`src/design/lwkd_pkg.sv`:
```
// Package for the longest window with at most k distinct values block.
// Holds the sizes, the register map and the payload types. No dependencies.
`timescale 1ns / 1ps

package lwkd_pkg;

  localparam int MAX_LEN     = 256;
  localparam int NUM_VALUES  = 256;
  localparam int VAL_W       = 8;
  localparam int OUT_W       = 9;
  localparam int MD_W        = 9;
  localparam int LEN_W       = $clog2(MAX_LEN + 1);
  localparam int HIST_AW     = $clog2(MAX_LEN);
  localparam int DIST_W      = $clog2(NUM_VALUES + 1);
  localparam int QUEUE_DEPTH = 2;

  localparam int CFG_AW   = 3;
  localparam int CFG_DW   = 32;
  localparam logic REG_MAX_DISTINCT = 1'b0;
  localparam logic [MD_W-1:0] MAX_DISTINCT_RESET = MD_W'(1);

  typedef struct packed {
    logic [VAL_W-1:0] value;
    logic             is_last;
  } lwkd_in_t;

  typedef struct packed {
    logic [OUT_W-1:0] window_length;
    logic [OUT_W-1:0] longest_length;
    logic             overflow;
    logic             last_out;
  } lwkd_out_t;

  typedef struct packed {
    logic [VAL_W-1:0] value;
    logic             is_last;
    logic             ovf;
  } lwkd_job_t;

endpackage

```
`src/design/lwkd_front.sv`:
```
// Front end: accepts items, tags those beyond the sequence length limit,
// and queues them for the window engine. Depends on lwkd_pkg.
`timescale 1ns / 1ps

module lwkd_front
  import lwkd_pkg::*;
(
  input  logic      clk,
  input  logic      rst,
  input  logic      item_valid,
  output logic      item_stall,
  input  lwkd_in_t  item,
  output logic      job_valid,
  output lwkd_job_t job,
  input  logic      job_take
);

  localparam int QPTR_W = (QUEUE_DEPTH > 1) ? $clog2(QUEUE_DEPTH) : 1;
  localparam int QCNT_W = $clog2(QUEUE_DEPTH + 1);

  lwkd_job_t         q_mem [QUEUE_DEPTH];
  logic [QPTR_W-1:0] wr_ptr;
  logic [QPTR_W-1:0] rd_ptr;
  logic [QCNT_W-1:0] q_count;
  logic [LEN_W-1:0]  pos;
  logic              push;
  logic              pop;
  logic              ovf;

  assign item_stall = (q_count == QCNT_W'(QUEUE_DEPTH));
  assign push       = item_valid && !item_stall;
  assign pop        = job_take && job_valid;
  assign job_valid  = (q_count != '0);
  assign job        = q_mem[rd_ptr];
  assign ovf        = (pos == LEN_W'(MAX_LEN));

  always_ff @(posedge clk) begin
    if (push) begin
      q_mem[wr_ptr] <= '{value: item.value, is_last: item.is_last, ovf: ovf};
    end
  end

  always_ff @(posedge clk) begin
    if (rst) begin
      wr_ptr  <= '0;
      rd_ptr  <= '0;
      q_count <= '0;
      pos     <= '0;
    end else begin
      if (push) begin
        wr_ptr <= (wr_ptr == QPTR_W'(QUEUE_DEPTH - 1)) ? '0 : wr_ptr + QPTR_W'(1);
        if (item.is_last) begin
          pos <= '0;
        end else if (!ovf) begin
          pos <= pos + LEN_W'(1);
        end
      end
      if (pop) begin
        rd_ptr <= (rd_ptr == QPTR_W'(QUEUE_DEPTH - 1)) ? '0 : rd_ptr + QPTR_W'(1);
      end
      if (push && !pop) begin
        q_count <= q_count + QCNT_W'(1);
      end else if (pop && !push) begin
        q_count <= q_count - QCNT_W'(1);
      end
    end
  end

`ifndef SYNTHESIS
  a_qcount_bound: assert property (@(posedge clk) disable iff (rst)
    q_count <= QCNT_W'(QUEUE_DEPTH))
    else $error("queue count above depth");

  a_take_nonempty: assert property (@(posedge clk) disable iff (rst)
    job_take |-> job_valid)
    else $error("engine took from empty queue");
`endif

endmodule

```
`config.mk`:
```
export PLATFORM = sky130hd
export DESIGN_NAME = lwkd_front
export DESIGN_NICKNAME = d
export VERILOG_FILES = /design/src/design/lwkd_pkg.sv /design/src/design/lwkd_front.sv
export SDC_FILE = /design/constraint.sdc
export NUM_CORES = 1
export LEC_CHECK = 0
export BUFFER_PORTS_ARGS = -buffer_cell sky130_fd_sc_hd__buf_4
export CORE_MARGIN = 2
export CORE_UTILIZATION = 61
export CTS_BUF_LIST = sky130_fd_sc_hd__clkbuf_8
export DETAILED_ROUTE_END_ITERATION = 10
export PLACE_DENSITY = 0.86
export REMOVE_ABC_BUFFERS = 1
export SLEW_MARGIN = 30
export SYNTH_ARGS = -nofsm -noshare
export SYNTH_HDL_FRONTEND = slang
export SYNTH_SLANG_ARGS = --single-unit
```
`constraint.sdc`:
```
create_clock -name clk -period 4.99 [get_ports clk]
set_input_delay 0.998 -clock clk [delete_from_list [all_inputs] [get_ports clk]]
set_output_delay 0.998 -clock clk [all_outputs]
set_load 0.03 [all_outputs]
```
==> reports/qor.yml, run 1 <==
outcome: "completed"
ant_nets: 0
cp_cell_sequence: "mux2_2, buf_4"
synth_top_area_share_pct: 41.63
clock_power_share_pct: 24.0
fin_setup_tns_ns: 0
seqPwrFrac_pct: 44.1
io_pins: 25
p_int_mw: 0.5618
yosysWarnings: 0
clock_sinks: 34
post_cts_buffers: 0
cts.repair.resized: 0
maxSlewHeadroom_pct: 42.96
switching_share_pct: 33.30
crit_type: "flop to output port"
crit_required_ns: 3.99
antenna_found_initial: 0
die_w_um: 52.63
finalWirelength_mm: 2.978
drc: 0
htreeDepth: 2
postSynthCellCount: 118
clock_latency_ns: 0.29
syn-cell-area_sq_mm: 0.001443
p_sw_mw: 0.2805
p_leak_nw: 0.6740
cp_slowest_stage_delay_ns: 0.58
crit_slowest_cell: "dfxtp_1"
combPwrFrac_pct: 31.9
finalCritPeriodShare_pct: 49.16
maxSlewViolCount: 0
placedInstanceArea_sq_mm: 0.001650
ys_seq_area_share_pct: 61.06
initialDrtViolationCount: 47
rsz0062_at_grt: "no"
synth_top_area_cell: "edfxtp_1"
grt_pass1_wl_mm: 4.726
grt_max_degree: 15
power.density_mw_per_mm2: 483.6
peakVddDrop_mv: 0.3842
setup.worst_path.end_class: "output port"
holdCritPathClass: "flop to flop"
dieHeight_um: 52.63
antenna_cells: 0
syn_to_final_growth_pct: 20.73
grt_usage_pct: 25.81
ys_top_cells_by_area: "edfxtp_1 (42%), dfxtp_1 (19%), mux2_2 (7.8%), ha_1 (2.6%), xor2_1 (2.4%)"
via_count: 1032
drv_cap: 0
cts_tree: "done"
grt_overflow_total: 0
gp_congestion: 0.8974
wire_per_inst_um: 16.92
arrival_ns: 1.45
final_core_util_pct: 77.98
hold_viol: 0
path_max_fanout: 10
hpwl_mm: 2.092
ys_types: 32
nNetsFinal: 163
clockBufferDepth: 2
start_util_pct: 64.59
avgSynthCellArea_sq_um: 12.23
rows: 17
synth_seq_cells: 34
worst_pin_slew_ns: 0.8524
power_mw: 0.8423
core_area_sq_mm: 0.002233
skew_ns: 0.006173
finalInstanceArea_sq_mm: 0.001742
critPathLaunchType: "flop"
grt_pass1_vias: 998
finalSetupViolCount: 0
finalCriticalPeriod_ns: 2.453
portBuffers: 24
dieArea_sq_mm: 0.002770
via_per_inst: 5.864
clockRootBuffer: "clkbuf_8"
fmax_mhz: 407.7
hold_buffers: 0
drive_above_1_share_pct: 31.76
first_pass_iters: 4
clk_pin_slew_worst_paths_ns: 0.07
cts_buffers: 5
sequential cells by signal, indices dropped and copies added (netlist names), named ones only:
register / count
q_mem: 20
wr_ptr: 1
rd_ptr: 1
q_count: 2
pos: 9
per-layer routing:
metal	wire [um]	global-route usage, %
met1	1184	30.29
met3	172	8.571
met4	85	13.68
met5	0	0
met2	1535	41.67
power groups by stage:
stage | Clock, mW | Combinational (mW) | Sequential (mW)
6_report | 0.202 | 0.268 | 0.372
3_5_place_dp | 0 | 0.267 | 0.379
3_3_place_gp | 0 | 0.255 | 0.374
5_1_grt | 0.217 | 0.287 | 0.376
4_1_cts | 0.209 | 0.270 | 0.372
2_1_floorplan | 0 | 0.181 | 0.368
area by class of cell:
type / count / area, sq um
sequential: 34 / 880.8
multi-input combinational: 75 / 528.0
fill: 143 / 491.7
timing repair buffer: 24 / 180.2
clock buffer: 6 / 82.58
tap: 28 / 35.03
inverter: 7 / 26.28
clock inverter: 2 / 8.758
synthesized netlist by cell type:
library cell,n
nand3_2,1
inv_1,7
nor3_1,1
nor2_1,8
nand4_1,1
nand3_1,4
nand4b_1,2
and3_4,1
ha_1,3
a32oi_1,1
or2_2,1
dfxtp_1,14
o211ai_1,1
or4b_1,1
nand2_1,8
nand3b_1,3
and2_1,1
o21ai_0,4
nor4b_1,2
edfxtp_1,20
or2b_2,1
mux2_2,10
or3_1,2
a31oi_1,4
and3_2,1
clkbuf_1,2
and3_1,1
xor2_1,4
a21oi_1,6
a311o_1,1
or4_1,1
nand2_2,1
worst paths after layout:
check / startpoint / to / slack, ns / depth (start not counted)
setup / recovery: flop / job[9] / 2.54 / 2
hold / removal: pos[0] / pos[0] / 0.51 / 2
setup reg to reg: q_count[1] / q_count[1] / 3.10 / 6
hold reg to reg: pos[0] / pos[0] / 0.51 / 2
metrics by stage:
| stage | hold slack (ns) | instances | worst slack [ns] |
|---|---|---|---|
| floorplan | 0.4516 | 116 | 2.981 |
| global placement | 0.4719 | 168 | 2.754 |
| detailed placement | 0.4997 | 168 | 2.676 |
| CTS | 0.5085 | 176 | 2.508 |
| global route | 0.5350 | 176 | 2.470 |
| finish | 0.5083 | 176 | 2.537 |
layout by cell type, fill, tap and decap left out:
| cell type | instances |
|---|---|
| a21oi_1 | 6 |
| o211ai_1 | 1 |
| or4b_1 | 1 |
| and2_1 | 1 |
| ha_1 | 3 |
| or2_2 | 1 |
| nand3_2 | 1 |
| o21ai_0 | 4 |
| and3_4 | 1 |
| edfxtp_1 | 20 |
| nor2_1 | 8 |
| inv_1 | 8 |
| nor4b_1 | 2 |
| a31oi_1 | 4 |
| buf_4 | 24 |
| nand2_2 | 1 |
| nand3_1 | 4 |
| nand2_1 | 8 |
| nor3_1 | 1 |
| a311o_1 | 1 |
| clkbuf_8 | 6 |
| or4_1 | 1 |
| nand4_1 | 1 |
| a32oi_1 | 1 |
| xor2_1 | 4 |
| nand4b_1 | 2 |
| and3_2 | 1 |
| nand3b_1 | 3 |
| or2b_2 | 1 |
| dfxtp_1 | 14 |
| and3_1 | 1 |
| clkinv_2 | 1 |
| mux2_2 | 10 |
| or3_1 | 2 |
cell families (layout without fill, tap and decap cells):
group / after synthesis / count (layout) / share of synthesized area (%)
simple gates: 41 / 41 / 16.74
buf+inv: 9 / 39 / 2.342
fa+ha+maj: 3 / 3 / 2.602
xor+xnor: 4 / 4 / 2.428
flops: 34 / 34 / 61.06
mux: 10 / 10 / 7.806
compound gates: 17 / 17 / 7.025
worst max-delay path: cells and delay by family (launching register included):
family | cells | cell delay [ns]
flops | 1 | 0.58
mux | 1 | 0.41
buf+inv | 1 | 0.18
No activity file was read; power rests on OpenSTA's default activity.
==> inputs of run 2 (changes only) <==
Settings changed: CORE_UTILIZATION 61 to 51, PLACE_DENSITY 0.86 to 0.77.
Clock period 4.99 ns to 2 ns, I/O delays scaled along.
==> reports/qor.yml, run 2 (synthesis gave the netlist of run 1 again) <==
critPathLaunchType: "flop"
antenna_found_initial: 0  # unchanged
io_pins: 25  # unchanged
clock_sinks: 34  # unchanged
die_w_um: 57.19  # +8.7%
maxSlewViolCount: 0  # unchanged
crit_slowest_cell: "dfxtp_1"
setup.worst_path.end_class: "output port"
n_fill_cell: 234  # +64%
path_max_fanout: 10  # unchanged
cp_cell_sequence: "mux2_2, buf_4"
initialDrtViolationCount: 63  # +34%
core_area_sq_mm: 0.002710  # +21%
cts.repair.resized: 0  # unchanged
maxSlewHeadroom_pct: 47.34  # +4.4 points
grt_pass1_wl_mm: 4.436  # -6.1%
antenna_cells: 0  # unchanged
outcome: "completed"
hold_viol: 0  # unchanged
timing.critical_path.buf_inv: 1  # unchanged
drv_cap: 0  # unchanged
crit_type: "flop to output port"
grt_pass1_vias: 1031  # +3.3%
power_mw: 2.059  # +140%
finalSetupViolCount: 0  # unchanged
finalCritPeriodShare_pct: 92.39
clockRootBuffer: "clkbuf_8"
htreeDepth: 2  # unchanged
cp_top_family: "flip-flops"
wire_per_inst_um: 14.73  # -13%
largest_reg_flops: 20  # unchanged
clockBufferDepth: 2  # unchanged
p_leak_nw: 0.6632  # -1.6%
finalWorstSetupSlack_ns: 0.1522  # -2.385 ns
clock_latency_ns: 0.29  # about the same
drc: 0  # unchanged
fmax_mhz: 541.2
grt_overflow_total: 0  # unchanged
skew_ns: 0.006989  # +0.0008158 ns
finalInstanceArea_sq_mm: 0.001739  # -0.14%
cts_buffers: 5  # unchanged
first_pass_iters: 4  # unchanged
peakVddDrop_mv: 0.9653  # +150%
crit_required_ns: 1.60  # -2.39 ns
layout_commonest_cell: "buf_4"
portBuffers: 24  # unchanged
arrival_ns: 1.45  # about the same
final_cell_mix: "buf_4 (24), edfxtp_1 (20), dfxtp_1 (14), mux2_2 (10)"
start_util_pct: 53.23  # -11 points
grt_max_degree: 15  # unchanged
dieHeight_um: 57.19  # +8.7%
via_count: 1010  # -2.1%
place_ws_ns: 0.1809  # -2.495 ns
hold_buffers: 0  # unchanged
holdCritPathClass: "input pin to flop"
fin_setup_tns_ns: 0  # unchanged
ant_nets: 0  # unchanged
worst_pin_slew_ns: 0.7870  # -0.06538 ns
top_register: "q_mem"
clk_pin_slew_worst_paths_ns: 0.07  # about the same
hpwl_mm: 1.903  # -9.0%
reg_top3: "q_mem x20, pos x9, q_count x2"
drive_above_1_share_pct: 31.76  # unchanged
rows: 19  # +2
post_cts_buffers: 0  # unchanged
grt_usage_pct: 18.49  # -7.3 points
syn_to_final_growth_pct: 20.56
finalCriticalPeriod_ns: 1.848
power.density_mw_per_mm2: 1184  # +140%
rsz0062_at_grt: "no"
nNetsFinal: 163  # unchanged
dieArea_sq_mm: 0.003270  # +18%
cts_tree: "done"
cp_slowest_stage_delay_ns: 0.59  # about the same
placedInstanceArea_sq_mm: 0.001654  # +0.23%
finalWirelength_mm: 2.637  # -11%
via_per_inst: 5.642  # -3.8%
gp_congestion: 0.7675  # -14%
[run 2: cell types whose count changed in the layout (fill, tap and decap cells not counted)]
cell,delta
clkbuf_8,-1
clkinv_1,+1
clkinvlp_4,+1
inv_1,-1
[run 2: final timing paths]
path	depth (start not counted)	end	slack (ns)	start
setup / recovery	2	job[1]	0.15	flop
hold / removal	1	q_mem[0][2]	0.29	item[1]
setup reg to reg	6	q_count[1]	0.17	q_count[1]
hold reg to reg	2	pos[0]	0.49	pos[0]
[run 2: area by class of cell]
class / count / area (sq um) / area share (%)
clock inverter: 3 / 16.27 / 0.9353
tap: 31 / 38.79 / 2.230
multi-input combinational: 75 / 528.0 / 30.36
clock buffer: 5 / 68.82 / 3.957
sequential: 34 / 880.8 / 50.65
timing repair buffer: 24 / 180.2 / 10.36
inverter: 7 / 26.28 / 1.511
[run 2: where the power goes]
part | switching [mW] | internal, mW
clock network | 0.250 | 0.238
logic | 0.375 | 0.272
registers | 0.0680 | 0.856
[run 2: per-stage QoR]
stage | util, % | cells | hold WS, ns
6_report | 64.17 | 179 | 0.2925
3_3_place_gp | 61.03 | 171 | 0.4716
5_1_grt | 64.17 | 179 | 0.2798
4_1_cts | 64.17 | 179 | 0.2898
3_5_place_dp | 61.03 | 171 | 0.4814
2_1_floorplan | - | 116 | 0.4516
[run 2: worst reg2reg max path, delay by kind of cell (launching register included)]
family | cells | cell delay (ns)
buf+inv | 1 | 0.07
fa+ha+maj | 1 | 0.33
compound gates | 1 | 0.13
flops | 1 | 0.36
simple gates | 3 | 0.87
[run 2: metal layers]
metal  GRT usage (%)  vias to the layer above  share of wire [%]
met4           9.635                        0                1.9
met3           7.029                        6                6.3
met2           30.05                       40                 49
li1                -                      492                  -
met5               0                        -                  0
met1           21.26                      472                 43
==> inputs of run 3 (changes only) <==
Settings changed: ABC_AREA set to 1, CORE_UTILIZATION 51 to 52.
==> reports/qor.yml, run 3 <==
holdCritPathClass: "input pin to flop"
htreeDepth: 2  # unchanged
holdPathStages: 2  # +1
peakVddDrop_mv: 1.009  # +4.5%
reg2reg_depth: 8  # +2
largest_reg_flops: 20  # unchanged
initialDrtViolationCount: 25  # -60%
antenna_cells: 0  # unchanged
final_core_util_pct: 65.99  # +1.8 points
hold_buffers: 0  # unchanged
p_leak_nw: 0.7788  # +17%
synth_seq_cells: 34  # unchanged
cp_cell_sequence: "mux2_2, buf_4"
grt_usage_pct: 18.17  # -0.32 points
drive_above_1_share_pct: 24.87  # -6.9 points
synth_top_area_share_pct: 38.90  # -2.7 points
fmax_mhz: 545.5  # +0.80%
rsz0062_at_grt: "no"
top_register: "q_mem"
rr_startpoint: "q_count[1]"
avgSynthCellArea_sq_um: 9.472  # -23%
syn-cell-area_sq_mm: 0.001544  # +7.0%
clock_latency_ns: 0.28  # about the same
wire_per_inst_um: 12.07  # -18%
cp_top_family: "flip-flops"
finalSetupViolCount: 0  # unchanged
cts.repair.resized: 0  # unchanged
finalWirelength_mm: 2.704  # +2.5%
synth_top_area_cell: "edfxtp_1"
outcome: "completed"
hold_end: "pos[2]"
async_flop_share_pct: 0  # unchanged
setup.worst_path.end_class: "output port"
hold_start: "rst"
syn_to_final_growth_pct: 18.88
clockRootBuffer: "clkbuf_8"
nNetsFinal: 208  # +28%
arrival_ns: 1.43  # -0.02 ns
yosysMostFrequentCell: "nand2_1"
antenna_found_initial: 0  # unchanged
crit_type: "flop to output port"
postSynthCellCount: 163  # +38%
clk_pin_slew_worst_paths_ns: 0.07  # about the same
worst_pin_slew_ns: 0.4271  # -0.3599 ns
gp_congestion: 0.9229  # +20%
grt_max_degree: 13  # -2
ys_seq_area_share_pct: 57.05  # -4.0 points
maxSlewViolCount: 0  # unchanged
grt_pass1_vias: 1123  # +8.9%
cts_buffers: 5  # unchanged
power.density_mw_per_mm2: 1189  # +0.40%
finalCriticalPeriod_ns: 1.833  # -0.01464 ns
hold_viol: 0  # unchanged
timing.rr.end: "q_count[1]"
finalWorstSetupSlack_ns: 0.1669  # +0.01464 ns
post_cts_buffers: 0  # unchanged
synth-edff-count: 20  # unchanged
via_per_inst: 5.089  # -9.8%
first_pass_iters: 4  # unchanged
grt_pass1_wl_mm: 4.554  # +2.7%
ys_types: 20  # -38%
crit_required_ns: 1.60  # about the same
finalInstanceArea_sq_mm: 0.001836  # +5.5%
ys_top_cells_by_area: "edfxtp_1 (39%), dfxtp_1 (18%), nand2_1 (7.8%), mux2_2 (7.3%), nor2_1 (6.3%)"
dieArea_sq_mm: 0.003421  # +4.6%
portBuffers: 24  # unchanged
grt_overflow_total: 0  # unchanged
clockBufferDepth: 2  # unchanged
start_util_pct: 55.51  # +2.3 points
drc: 0  # unchanged
place_ws_ns: 0.3314  # +0.1505 ns
holdWs_ns: 0.2656  # -0.02695 ns
core_area_sq_mm: 0.002781  # +2.6%
crit_slowest_cell: "dfxtp_1"
clock_sinks: 34  # unchanged
io_pins: 25  # unchanged
rows: 19  # unchanged
cp_slowest_stage_delay_ns: 0.58  # about the same
maxSlewHeadroom_pct: 71.49  # +24 points
drv_cap: 0  # unchanged
critPathLaunchType: "flop"
ant_nets: 0  # unchanged
finalCritPeriodShare_pct: 91.66  # -0.73 points
layout_commonest_cell: "nand2_1"
die_w_um: 58.49  # +2.3%
reg_top3: "q_mem x20, pos x9, q_count x2"
timing.critical_path.buf_inv: 1  # unchanged
skew_ns: 0.003302  # -0.003687 ns
dieHeight_um: 58.49  # +2.3%
r2r_slack_ns: 0.37  # +0.20 ns
synthFlopType: "edfxtp_1"
path_max_fanout: 10  # unchanged
fin_setup_tns_ns: 0  # unchanged
yosysWarnings: 0  # unchanged
cts_tree: "done"
final_cell_mix: "nand2_1 (32), nor2_1 (26), buf_4 (26), inv_1 (22), edfxtp_1 (20)"
ys_top_cells_by_count: "nand2_1 (32), nor2_1 (26), inv_1 (22), edfxtp_1 (20), dfxtp_1 (14)"
n_fill_cell: 227  # -3.0%
via_count: 1140  # +13%
hpwl_mm: 1.980  # +4.0%
placedInstanceArea_sq_mm: 0.001740  # +5.2%
## run 3: cell types whose count changed in the layout (fill, tap and decap cells not counted), sizes merged, moves of 3 or more
cell	before	now
nand2	9	33
nor2	8	26
inv	7	22
a21oi	6	12
o21ai	4	10
a31oi	4	0
xor2	4	0
and3	3	0
nand3b	3	0
## run 3: through the flow
| stage | instances | power, mW |
|---|---|---|
| floorplan | 159 | 1.437 |
| global placement | 216 | 1.648 |
| detailed placement | 216 | 1.677 |
| CTS | 224 | 2.203 |
| global route | 224 | 2.302 |
| finish | 224 | 2.182 |
## run 3: worst max-delay path by stage
stage,cells after the start,to,start
floorplan,8,q_count[1],q_count[0]
finish,2,job[1],flop
global placement,8,q_count[1],item_valid
CTS,2,job[1],flop
global route,2,job[1],flop
detailed placement,8,q_count[1],item_valid
## run 3: report_power, final
group	total, mW	leakage (nW)	switching, mW	internal (mW)
clock	0.527	0.0472	0.251	0.276
combinational	0.716	0.429	0.438	0.278
sequential	0.939	0.302	0.0688	0.870
## run 3: kinds of logic after synthesis
logic type | after synthesis | synth area share (%)
buf+inv | 26 | 7.779
fa+ha+maj | 3 | 2.431
flops | 34 | 57.05
simple gates | 68 | 17.83
compound gates | 22 | 7.617
mux | 10 | 7.293
## run 3: worst register-to-register path: stages (launching register included)
cell	delay, ns
dfxtp_1	0.31
inv_1	0.08
o21ai_2	0.16
inv_1	0.13
ha_1	0.34
a21oi_1	0.14
o21ai_0	0.12
o21ai_0	0.17
a21oi_1	0.06
## run 3: per-layer routing
metal / GRT usage [%] / share of wire (%)
met1: 19.05 / 43
met2: 32.91 / 50
met3: 5.275 / 5.1
met4: 8.970 / 1.8
met5: 0 / 0
## run 3: layout make-up
| type | count | area, sq um | share of cell area [%] |
|---|---|---|---|
| sequential | 34 | 880.8 | 47.99 |
| multi-input combinational | 103 | 543.0 | 29.58 |
| inverter | 22 | 82.58 | 4.499 |
| timing repair buffer | 26 | 195.2 | 10.63 |
| clock buffer | 6 | 82.58 | 4.499 |
| clock inverter | 2 | 12.51 | 0.6817 |
| tap | 31 | 38.79 | 2.113 |
